==> src/rtl/swm_pkg.sv <==
`timescale 1ns / 1ps
`default_nettype none

package swm_pkg;

    localparam int WINDOW_MAX  = 64;
    localparam int SAMPLE_BITS = 16;
    localparam int WSIZE_BITS  = 7;
    localparam int AGE_BITS    = $clog2(WINDOW_MAX + 1);
    localparam int TDATA_BITS  = ((SAMPLE_BITS + 7) / 8) * 8;

    // command broadcast to every cell of the row
    typedef enum logic [2:0] {
        CMD_HOLD,
        CMD_CLEAR,
        CMD_AGE,
        CMD_SHIFT,
        CMD_INSERT
    } cell_cmd_t;

    typedef struct packed {
        cell_cmd_t                      cmd;
        logic signed [SAMPLE_BITS-1:0]  sample;
    } cell_ctrl_t;

    // contents of one cell, handed to the left neighbour on a shift
    typedef struct packed {
        logic                           valid;
        logic signed [SAMPLE_BITS-1:0]  value;
        logic [AGE_BITS-1:0]            age;
    } cell_data_t;

    // zero reads as one, anything above the row length saturates
    function automatic logic [AGE_BITS-1:0] eff_window(input logic [WSIZE_BITS-1:0] w);
        logic [AGE_BITS-1:0] k;
        if (w == '0)
        begin
            k = AGE_BITS'(1);
        end
        else if (int'(w) > WINDOW_MAX)
        begin
            k = AGE_BITS'(WINDOW_MAX);
        end
        else
        begin
            k = AGE_BITS'(w);
        end
        return k;
    endfunction

endpackage

`default_nettype wire

==> src/rtl/swm_cell.sv <==
`timescale 1ns / 1ps
`default_nettype none

module swm_cell
    import swm_pkg::*;
(
    input  wire logic       clk,
    input  wire logic       rst_n,
    input  wire cell_ctrl_t ctrl,
    input  wire logic       left_keep,
    input  wire cell_data_t right,
    output cell_data_t      cur,
    output logic            keep
);

    logic                          valid_reg;
    logic                          valid_next;
    logic signed [SAMPLE_BITS-1:0] value_reg;
    logic signed [SAMPLE_BITS-1:0] value_next;
    logic [AGE_BITS-1:0]           age_reg;
    logic [AGE_BITS-1:0]           age_next;

    // candidate survives the new sample unless strictly smaller
    assign keep = valid_reg && (value_reg >= ctrl.sample);

    assign cur.valid = valid_reg;
    assign cur.value = value_reg;
    assign cur.age   = age_reg;

    always_comb
    begin
        valid_next = valid_reg;
        value_next = value_reg;
        age_next   = age_reg;
        case (ctrl.cmd)
            CMD_CLEAR:
            begin
                valid_next = 1'b0;
            end
            CMD_AGE:
            begin
                if (age_reg < AGE_BITS'(WINDOW_MAX))
                begin
                    age_next = age_reg + AGE_BITS'(1);
                end
            end
            CMD_SHIFT:
            begin
                valid_next = right.valid;
                value_next = right.value;
                age_next   = right.age;
            end
            CMD_INSERT:
            begin
                if (!keep)
                begin
                    // first dropped slot takes the new sample
                    valid_next = left_keep;
                    value_next = ctrl.sample;
                    age_next   = '0;
                end
            end
            default:
            begin
                valid_next = valid_reg;
            end
        endcase
    end

    always_ff @(posedge clk or negedge rst_n)
    begin
        if (!rst_n)
        begin
            valid_reg <= 1'b0;
        end
        else
        begin
            valid_reg <= valid_next;
        end
    end

    always_ff @(posedge clk)
    begin
        value_reg <= value_next;
        age_reg   <= age_next;
    end

endmodule

`default_nettype wire

==> src/rtl/sliding_window_maximum.sv <==
`timescale 1ns / 1ps
`default_nettype none

// channel   dir  tdata (low bit up)        tuser        notes
// s_axis    in   sample[15:0]              start_req    one transaction per sample
// m_axis    out  window_max[15:0]          -            zero or one per sample
// cfg       in   cfg_wdata: window_size    -            write on cfg_we, idle only
//
// a sample passes through accept and ageing, one insert step through the cell row, then
// a load of the output register; each expired candidate at the head of the row is first
// shifted out by a further shift step (at most one unless the window has just shrunk)
// reset empties the candidate row, clears the sample count and sets the window to one
// the output register lets a new transaction in while a result waits; a second result
// then holds in the final step until m_axis_tready frees the register

module sliding_window_maximum
    import swm_pkg::*;
(
    input  wire logic                   clk,
    input  wire logic                   rst_n,
    input  wire logic                   s_axis_tvalid,
    output logic                        s_axis_tready,
    input  wire logic [TDATA_BITS-1:0]  s_axis_tdata,   // sample
    input  wire logic                   s_axis_tuser,   // start_req
    output logic                        m_axis_tvalid,
    input  wire logic                   m_axis_tready,
    output logic [TDATA_BITS-1:0]       m_axis_tdata,   // window_max
    input  wire logic                   cfg_we,
    input  wire logic [WSIZE_BITS-1:0]  cfg_wdata       // window_size
);

    typedef enum logic [1:0] {
        ST_IDLE,
        ST_WORK,
        ST_EMIT
    } state_t;

    state_t                        state_reg;
    state_t                        state_next;
    logic [WSIZE_BITS-1:0]         wsize_reg;
    logic [WSIZE_BITS-1:0]         wsize_next;
    logic [AGE_BITS-1:0]           seen_reg;
    logic [AGE_BITS-1:0]           seen_next;
    logic                          emit_reg;
    logic                          emit_next;
    logic signed [SAMPLE_BITS-1:0] sample_reg;
    logic signed [SAMPLE_BITS-1:0] sample_next;
    logic                          m_valid_reg;
    logic                          m_valid_next;
    logic signed [SAMPLE_BITS-1:0] m_data_reg;
    logic signed [SAMPLE_BITS-1:0] m_data_next;

    logic [AGE_BITS-1:0]           win_k;
    logic [AGE_BITS-1:0]           seen_base;
    logic [AGE_BITS-1:0]           seen_clamp;
    logic                          s_accept;
    logic                          front_expired;
    cell_ctrl_t                    row_ctrl;

    // cell i sits at position i of the candidate list; index WINDOW_MAX is the empty tail
    cell_data_t                    cell_data [WINDOW_MAX+1];
    logic [WINDOW_MAX-1:0]         keep_vec;

    assign win_k         = eff_window(wsize_reg);
    assign s_accept      = s_axis_tvalid && s_axis_tready;
    assign s_axis_tready = (state_reg == ST_IDLE);
    assign m_axis_tvalid = m_valid_reg;
    assign m_axis_tdata  = TDATA_BITS'($unsigned(m_data_reg));

    // head candidate too old for the current window
    assign front_expired = cell_data[0].valid && (cell_data[0].age >= win_k);

    assign cell_data[WINDOW_MAX] = '0;

    // row of cells: shift data moves leftwards, keep flags ripple rightwards
    for (genvar i = 0; i < WINDOW_MAX; i++)
    begin : g_cell
        logic left_keep;
        if (i == 0)
        begin : g_head
            assign left_keep = 1'b1;
        end
        else
        begin : g_body
            assign left_keep = keep_vec[i-1];
        end
        swm_cell u_cell (
            .clk       (clk),
            .rst_n     (rst_n),
            .ctrl      (row_ctrl),
            .left_keep (left_keep),
            .right     (cell_data[i+1]),
            .cur       (cell_data[i]),
            .keep      (keep_vec[i])
        );
    end

    // command for the row, decoded from the sequencer state
    always_comb
    begin
        row_ctrl.sample = sample_reg;
        case (state_reg)
            ST_IDLE:
            begin
                if (s_accept)
                begin
                    // start empties the row, otherwise every candidate grows older
                    row_ctrl.cmd = s_axis_tuser ? CMD_CLEAR : CMD_AGE;
                end
                else
                begin
                    row_ctrl.cmd = CMD_HOLD;
                end
            end
            ST_WORK:
            begin
                row_ctrl.cmd = front_expired ? CMD_SHIFT : CMD_INSERT;
            end
            default:
            begin
                row_ctrl.cmd = CMD_HOLD;
            end
        endcase
    end

    // sample count of the current sequence, clamped to the window then advanced
    always_comb
    begin
        seen_base  = s_axis_tuser ? '0 : seen_reg;
        seen_clamp = (seen_base > win_k) ? win_k : seen_base;
    end

    always_comb
    begin
        state_next   = state_reg;
        wsize_next   = wsize_reg;
        seen_next    = seen_reg;
        emit_next    = emit_reg;
        sample_next  = sample_reg;
        m_valid_next = m_valid_reg;
        m_data_next  = m_data_reg;

        if (m_valid_reg && m_axis_tready)
        begin
            m_valid_next = 1'b0;
        end

        if (cfg_we)
        begin
            wsize_next = cfg_wdata;
        end

        case (state_reg)
            ST_IDLE:
            begin
                if (s_accept)
                begin
                    sample_next = $signed(s_axis_tdata[SAMPLE_BITS-1:0]);
                    if (seen_clamp < win_k)
                    begin
                        seen_next = seen_clamp + AGE_BITS'(1);
                    end
                    else
                    begin
                        seen_next = seen_clamp;
                    end
                    emit_next  = (seen_clamp + AGE_BITS'(1) >= win_k);
                    state_next = ST_WORK;
                end
            end
            ST_WORK:
            begin
                // one expired head leaves per cycle, then the sample goes in
                if (!front_expired)
                begin
                    state_next = ST_EMIT;
                end
            end
            ST_EMIT:
            begin
                if (!emit_reg)
                begin
                    state_next = ST_IDLE;
                end
                else if (!m_valid_reg || m_axis_tready)
                begin
                    m_valid_next = 1'b1;
                    m_data_next  = cell_data[0].value;
                    state_next   = ST_IDLE;
                end
            end
            default:
            begin
                state_next = ST_IDLE;
            end
        endcase
    end

    always_ff @(posedge clk or negedge rst_n)
    begin
        if (!rst_n)
        begin
            state_reg   <= ST_IDLE;
            wsize_reg   <= WSIZE_BITS'(1);
            seen_reg    <= '0;
            emit_reg    <= 1'b0;
            sample_reg  <= '0;
            m_valid_reg <= 1'b0;
            m_data_reg  <= '0;
        end
        else
        begin
            state_reg   <= state_next;
            wsize_reg   <= wsize_next;
            seen_reg    <= seen_next;
            emit_reg    <= emit_next;
            sample_reg  <= sample_next;
            m_valid_reg <= m_valid_next;
            m_data_reg  <= m_data_next;
        end
    end

`ifndef SYNTHESIS
    logic [WINDOW_MAX-1:0] valid_vec;
    logic [WINDOW_MAX:0]   valid_inc;

    for (genvar j = 0; j < WINDOW_MAX; j++)
    begin : g_valid
        assign valid_vec[j] = cell_data[j].valid;
    end
    assign valid_inc = {1'b0, valid_vec} + (WINDOW_MAX+1)'(1);

    // candidates always fill a prefix of the row
    a_prefix: assert property (@(posedge clk) disable iff (!rst_n)
        $onehot(valid_inc))
        else $error("candidate row has a gap");

    // insert never meets a full row
    a_room: assert property (@(posedge clk) disable iff (!rst_n)
        (row_ctrl.cmd == CMD_INSERT) |-> !keep_vec[WINDOW_MAX-1])
        else $error("candidate row overflow");

    // after the insert step the head is present and inside the window
    a_head: assert property (@(posedge clk) disable iff (!rst_n)
        (state_reg == ST_EMIT) |-> (cell_data[0].valid && (cell_data[0].age < win_k)))
        else $error("head candidate missing or stale");

    // a result appears only out of the final step
    a_load: assert property (@(posedge clk) disable iff (!rst_n)
        $rose(m_axis_tvalid) |-> ($past(state_reg == ST_EMIT) && $past(emit_reg)))
        else $error("result loaded outside final step");
`endif

endmodule

`default_nettype wire
==> config.mk <==
export PLATFORM = sky130hd
export DESIGN_NAME = sliding_window_maximum
export DESIGN_NICKNAME = d
export VERILOG_FILES = /design/src/rtl/swm_pkg.sv /design/src/rtl/swm_cell.sv /design/src/rtl/sliding_window_maximum.sv
export SDC_FILE = /design/constraint.sdc
export NUM_CORES = 2
export LEC_CHECK = 0
export BUFFER_PORTS_ARGS = -buffer_cell sky130_fd_sc_hd__buf_2
export CORE_AREA = 2 2 563 565
export CTS_CLUSTER_SIZE = 28
export DETAILED_ROUTE_END_ITERATION = 12
export DIE_AREA = 0 0 565 567
export HOLD_SLACK_MARGIN = 0.06
export PLACE_DENSITY = 0.56
export SLEW_MARGIN = 20
export SYNTH_ARGS = -nofsm -noshare
export SYNTH_HDL_FRONTEND = slang
export SYNTH_SLANG_ARGS = --single-unit
==> constraint.sdc <==
create_clock -name clk -period 5.8 [get_ports clk]
set_input_delay 0.87 -clock clk [delete_from_list [all_inputs] [get_ports clk]]
set_output_delay 0.87 -clock clk [all_outputs]
set_load 0.01 [all_outputs]
==> results.cfg <==
[synthesis]
synthDominantAreaCellType = sky130_fd_sc_hd__edfxtp_1
synth.lib_cells_used.distinct = 76
synthArstFlopShare_pct = 7.19
synth_seq_cells = 1586
mappedNetlistNets = 9168
post-synth-top-count-cell = sky130_fd_sc_hd__edfxtp_1
synth_flop_cell = sky130_fd_sc_hd__edfxtp_1
synth.top_cells.by_area = sky130_fd_sc_hd__edfxtp_1, sky130_fd_sc_hd__ha_1, sky130_fd_sc_hd__a21o_1
mappedNetlistArea_um2 = 93800
yosysWarnings = 0
synthesis.area_per_instance_um2 = 11.7
yosys-top-cells-count = sky130_fd_sc_hd__edfxtp_1, sky130_fd_sc_hd__a21o_1, sky130_fd_sc_hd__ha_1, sky130_fd_sc_hd__nand2_1, sky130_fd_sc_hd__o22ai_1
synth_edf_count = 1472
synth_top_cell_area_share_pct = 47.1
synth_cells = 8022
yosysSeqAreaShare_pct = 50.1

[route]
drtIter0Drc = 6119
vias_per_cell = 5.53
wl_um = 289000
vias = 68200
antenna_violating_nets_post_route = 0
remaining_drc_errors = 0
wl_per_cell_um = 23.5
detailedRoute.firstPassIterationCount = 6

[setup_path]
critical_path_endpoint_category = flip-flop
required_ps = 6490
critical_path.startpoint_type = flip-flop
critical_path_cell_list = inv_1 -> nand2_1 -> ha_1 -> nand3_1 -> o21a_4 -> nor2_4 -> buf_4 -> buf_4 -> a21o_1
cpPeakStageDelay_ps = 830
crit_type = reg -> reg
crit_family = buffers and inverters
most_repeated_library_cell_on_the_critical_path = sky130_fd_sc_hd__buf_4
cp_slowest_cell = sky130_fd_sc_hd__buf_4
path_max_fanout = 85
crit_arrival_ps = 5190
timing.critical_path.buf_inv = 3

[cts]
cts.sink_count = 1586
tritoncts = built
holdBufCountCts = 0
clk_latency_ps = 860
cts.repair_timing.setup_buffer_count = 0
cts-root-to-sink-buffers = 3
cts_max_level = 4
cts.reportedPaths.clkPinSlew_ps = 70
cts_repair_resize_count = 0
ctsRootBufferMaster = sky130_fd_sc_hd__clkbuf_16
tritoncts.num_buffers = 184

[floorplanning]
floorplan.io_pins = 47
placement_rows = 206
die_area_um2 = 320000
floorplan.core_area_um2 = 314000
floorplan.initialDensity_pct = 29.9
die_h_um = 567
die-width_um = 565

[sta]
report.final.slew_viol_count = 0
final.setup_skew_ps = 60.4
worst-slew-pin-transition_ps = 1180
worst_slew_margin_rel_pct = 20.8
rsz0062_at_grt = false
setup-violations-final = 0
final-hold-violation-count = 0
fmaxAchievable_mhz = 222
finalCritPeriodShare_pct = 77.5
min_period_ps = 4500
tns_ps = 0

[global_routing]
grt_overflow = 0
wire_length_of_the_first_global_routing_pass_um = 434000
first_global_vias = 69400
grt_antenna_before_repair = 15
grt_usage_pct = 17.6
maximum_number_of_pins_on_one_net_before_global_route_repair = 260

[place]
numPortBuffers = 46
area_after_dpl_um2 = 99300
gp_congestion = 0.861
dpl.hpwl_um = 191000

[finish]
finalInstanceArea_um2 = 106000
flip_flop_count_of_the_largest_register_after_layout = 1024
syn_to_final_growth_pct = 12.5
design.final.nets = 9157
post_route_cells_drive_above_1_share_pct = 7.99

[min_path]
min_delay_worst_type = in -> async

[job]
cap_viol_max_count = 0

[status]
status = finished clean
-- kinds of logic (layout without fill, tap and decap cells) --
kind of cell,after synthesis,after routing,share of synthesized area (%)
compound gates,2502,2502,18.3
xor+xnor,327,327,3.05
fa+ha+maj,1117,1117,14.9
buf+inv,565,711,2.66
flops,1586,1586,50.1
mux,88,88,1.01
other cells,0,7,0
simple gates,1837,1837,9.98
-- worst register-to-register path, cell delays in order, from the launching register on --
cell and delay, ps:
sky130_fd_sc_hd__dfrtp_1 430, sky130_fd_sc_hd__inv_1 240, sky130_fd_sc_hd__nand2_1 300, sky130_fd_sc_hd__ha_1 460, sky130_fd_sc_hd__nand3_1 170, sky130_fd_sc_hd__o21a_4 380, sky130_fd_sc_hd__nor2_4 360, sky130_fd_sc_hd__buf_4 760
sky130_fd_sc_hd__buf_4 930, sky130_fd_sc_hd__a21o_1 310
-- cell usage in the layout, fill, tap and decap left out, types with 23 or more instances in the layout --
cell                        count
sky130_fd_sc_hd__edfxtp_1    1472
sky130_fd_sc_hd__a21o_1      1141
sky130_fd_sc_hd__ha_1        1117
sky130_fd_sc_hd__nand2_1      688
sky130_fd_sc_hd__o22ai_1      378
sky130_fd_sc_hd__a21oi_1      362
sky130_fd_sc_hd__nand3_1      274
sky130_fd_sc_hd__o21ai_0      219
sky130_fd_sc_hd__xnor2_1      197
sky130_fd_sc_hd__nor2_1       188
sky130_fd_sc_hd__clkbuf_16    187
sky130_fd_sc_hd__nand4_1      172
sky130_fd_sc_hd__buf_4        148
sky130_fd_sc_hd__o211ai_1     143
sky130_fd_sc_hd__xor2_1       130
sky130_fd_sc_hd__inv_1        120
sky130_fd_sc_hd__dfrtp_1      112
sky130_fd_sc_hd__nor2b_1       94
sky130_fd_sc_hd__and2_1        87
sky130_fd_sc_hd__and4_1        81
sky130_fd_sc_hd__and3_1        74
sky130_fd_sc_hd__a211oi_1      62
sky130_fd_sc_hd__mux2_2        57
sky130_fd_sc_hd__buf_2         45
sky130_fd_sc_hd__a32oi_1       44
sky130_fd_sc_hd__nor4_1        41
sky130_fd_sc_hd__clkinv_2      39
sky130_fd_sc_hd__buf_12        38
sky130_fd_sc_hd__clkbuf_1      35
sky130_fd_sc_hd__mux2i_1       31
sky130_fd_sc_hd__o21bai_1      30
sky130_fd_sc_hd__clkinv_1      24
sky130_fd_sc_hd__a221o_1       23
sky130_fd_sc_hd__bufinv_16     23
-- area by class of cell --
type / instances / area [um2]
antenna: 7 / 17.5
sequential: 1586 / 47100
clock buffer: 235 / 4990
clock inverter: 108 / 1240
timing repair buffer: 233 / 2140
tap: 4160 / 5200
fill: 31100 / 208000
inverter: 135 / 544
multi-input combinational: 5871 / 44400
-- metal layers --
metal | vias up | global-route usage [%] | part of all wire (%)
met1 | 34300 | 23.4 | 43
met3 | 660 | 2.84 | 6.5
met5 | - | 0 | 0.0093
met2 | 2308 | 28.6 | 46
met4 | 4 | 6.44 | 3.8
li1 | 31000 | - | -
-- per-stage QoR --
| stage | hold WS [ps] | util [%] | setup slack (ps) | cells |
|---|---|---|---|---|
| 6_report | 143 | 33.6 | 1300 | 12300 |
| 5_1_grt | 153 | 33.6 | 1090 | 12300 |
| 4_1_cts | 121 | 33.6 | 1210 | 12300 |
| 3_5_place_dp | 464 | 31.6 | 1050 | 12000 |
| 3_3_place_gp | 476 | 31.6 | 788 | 12000 |
| 2_1_floorplan | 441 | - | 1450 | 8022 |
-- worst paths after layout --
path,end,cells after the start,slack (ps),from
min in group clk,sample_reg[15],3,220,s_axis_tdata[15]
min reg2reg,seen_reg[0],2,470,seen_reg[0]
max reg2reg,g_cell[15].u_cell.value_reg[3],9,1300,wsize_reg[6]
min,wsize_reg[5],1,140,rst_n
max,g_cell[15].u_cell.value_reg[3],9,1300,wsize_reg[6]
max in group asynchronous,sample_reg[0],2,4370,rst_n
Power is not shown: default switching activity piles up to over one toggle a cycle in this logic, so the estimate is an artifact.
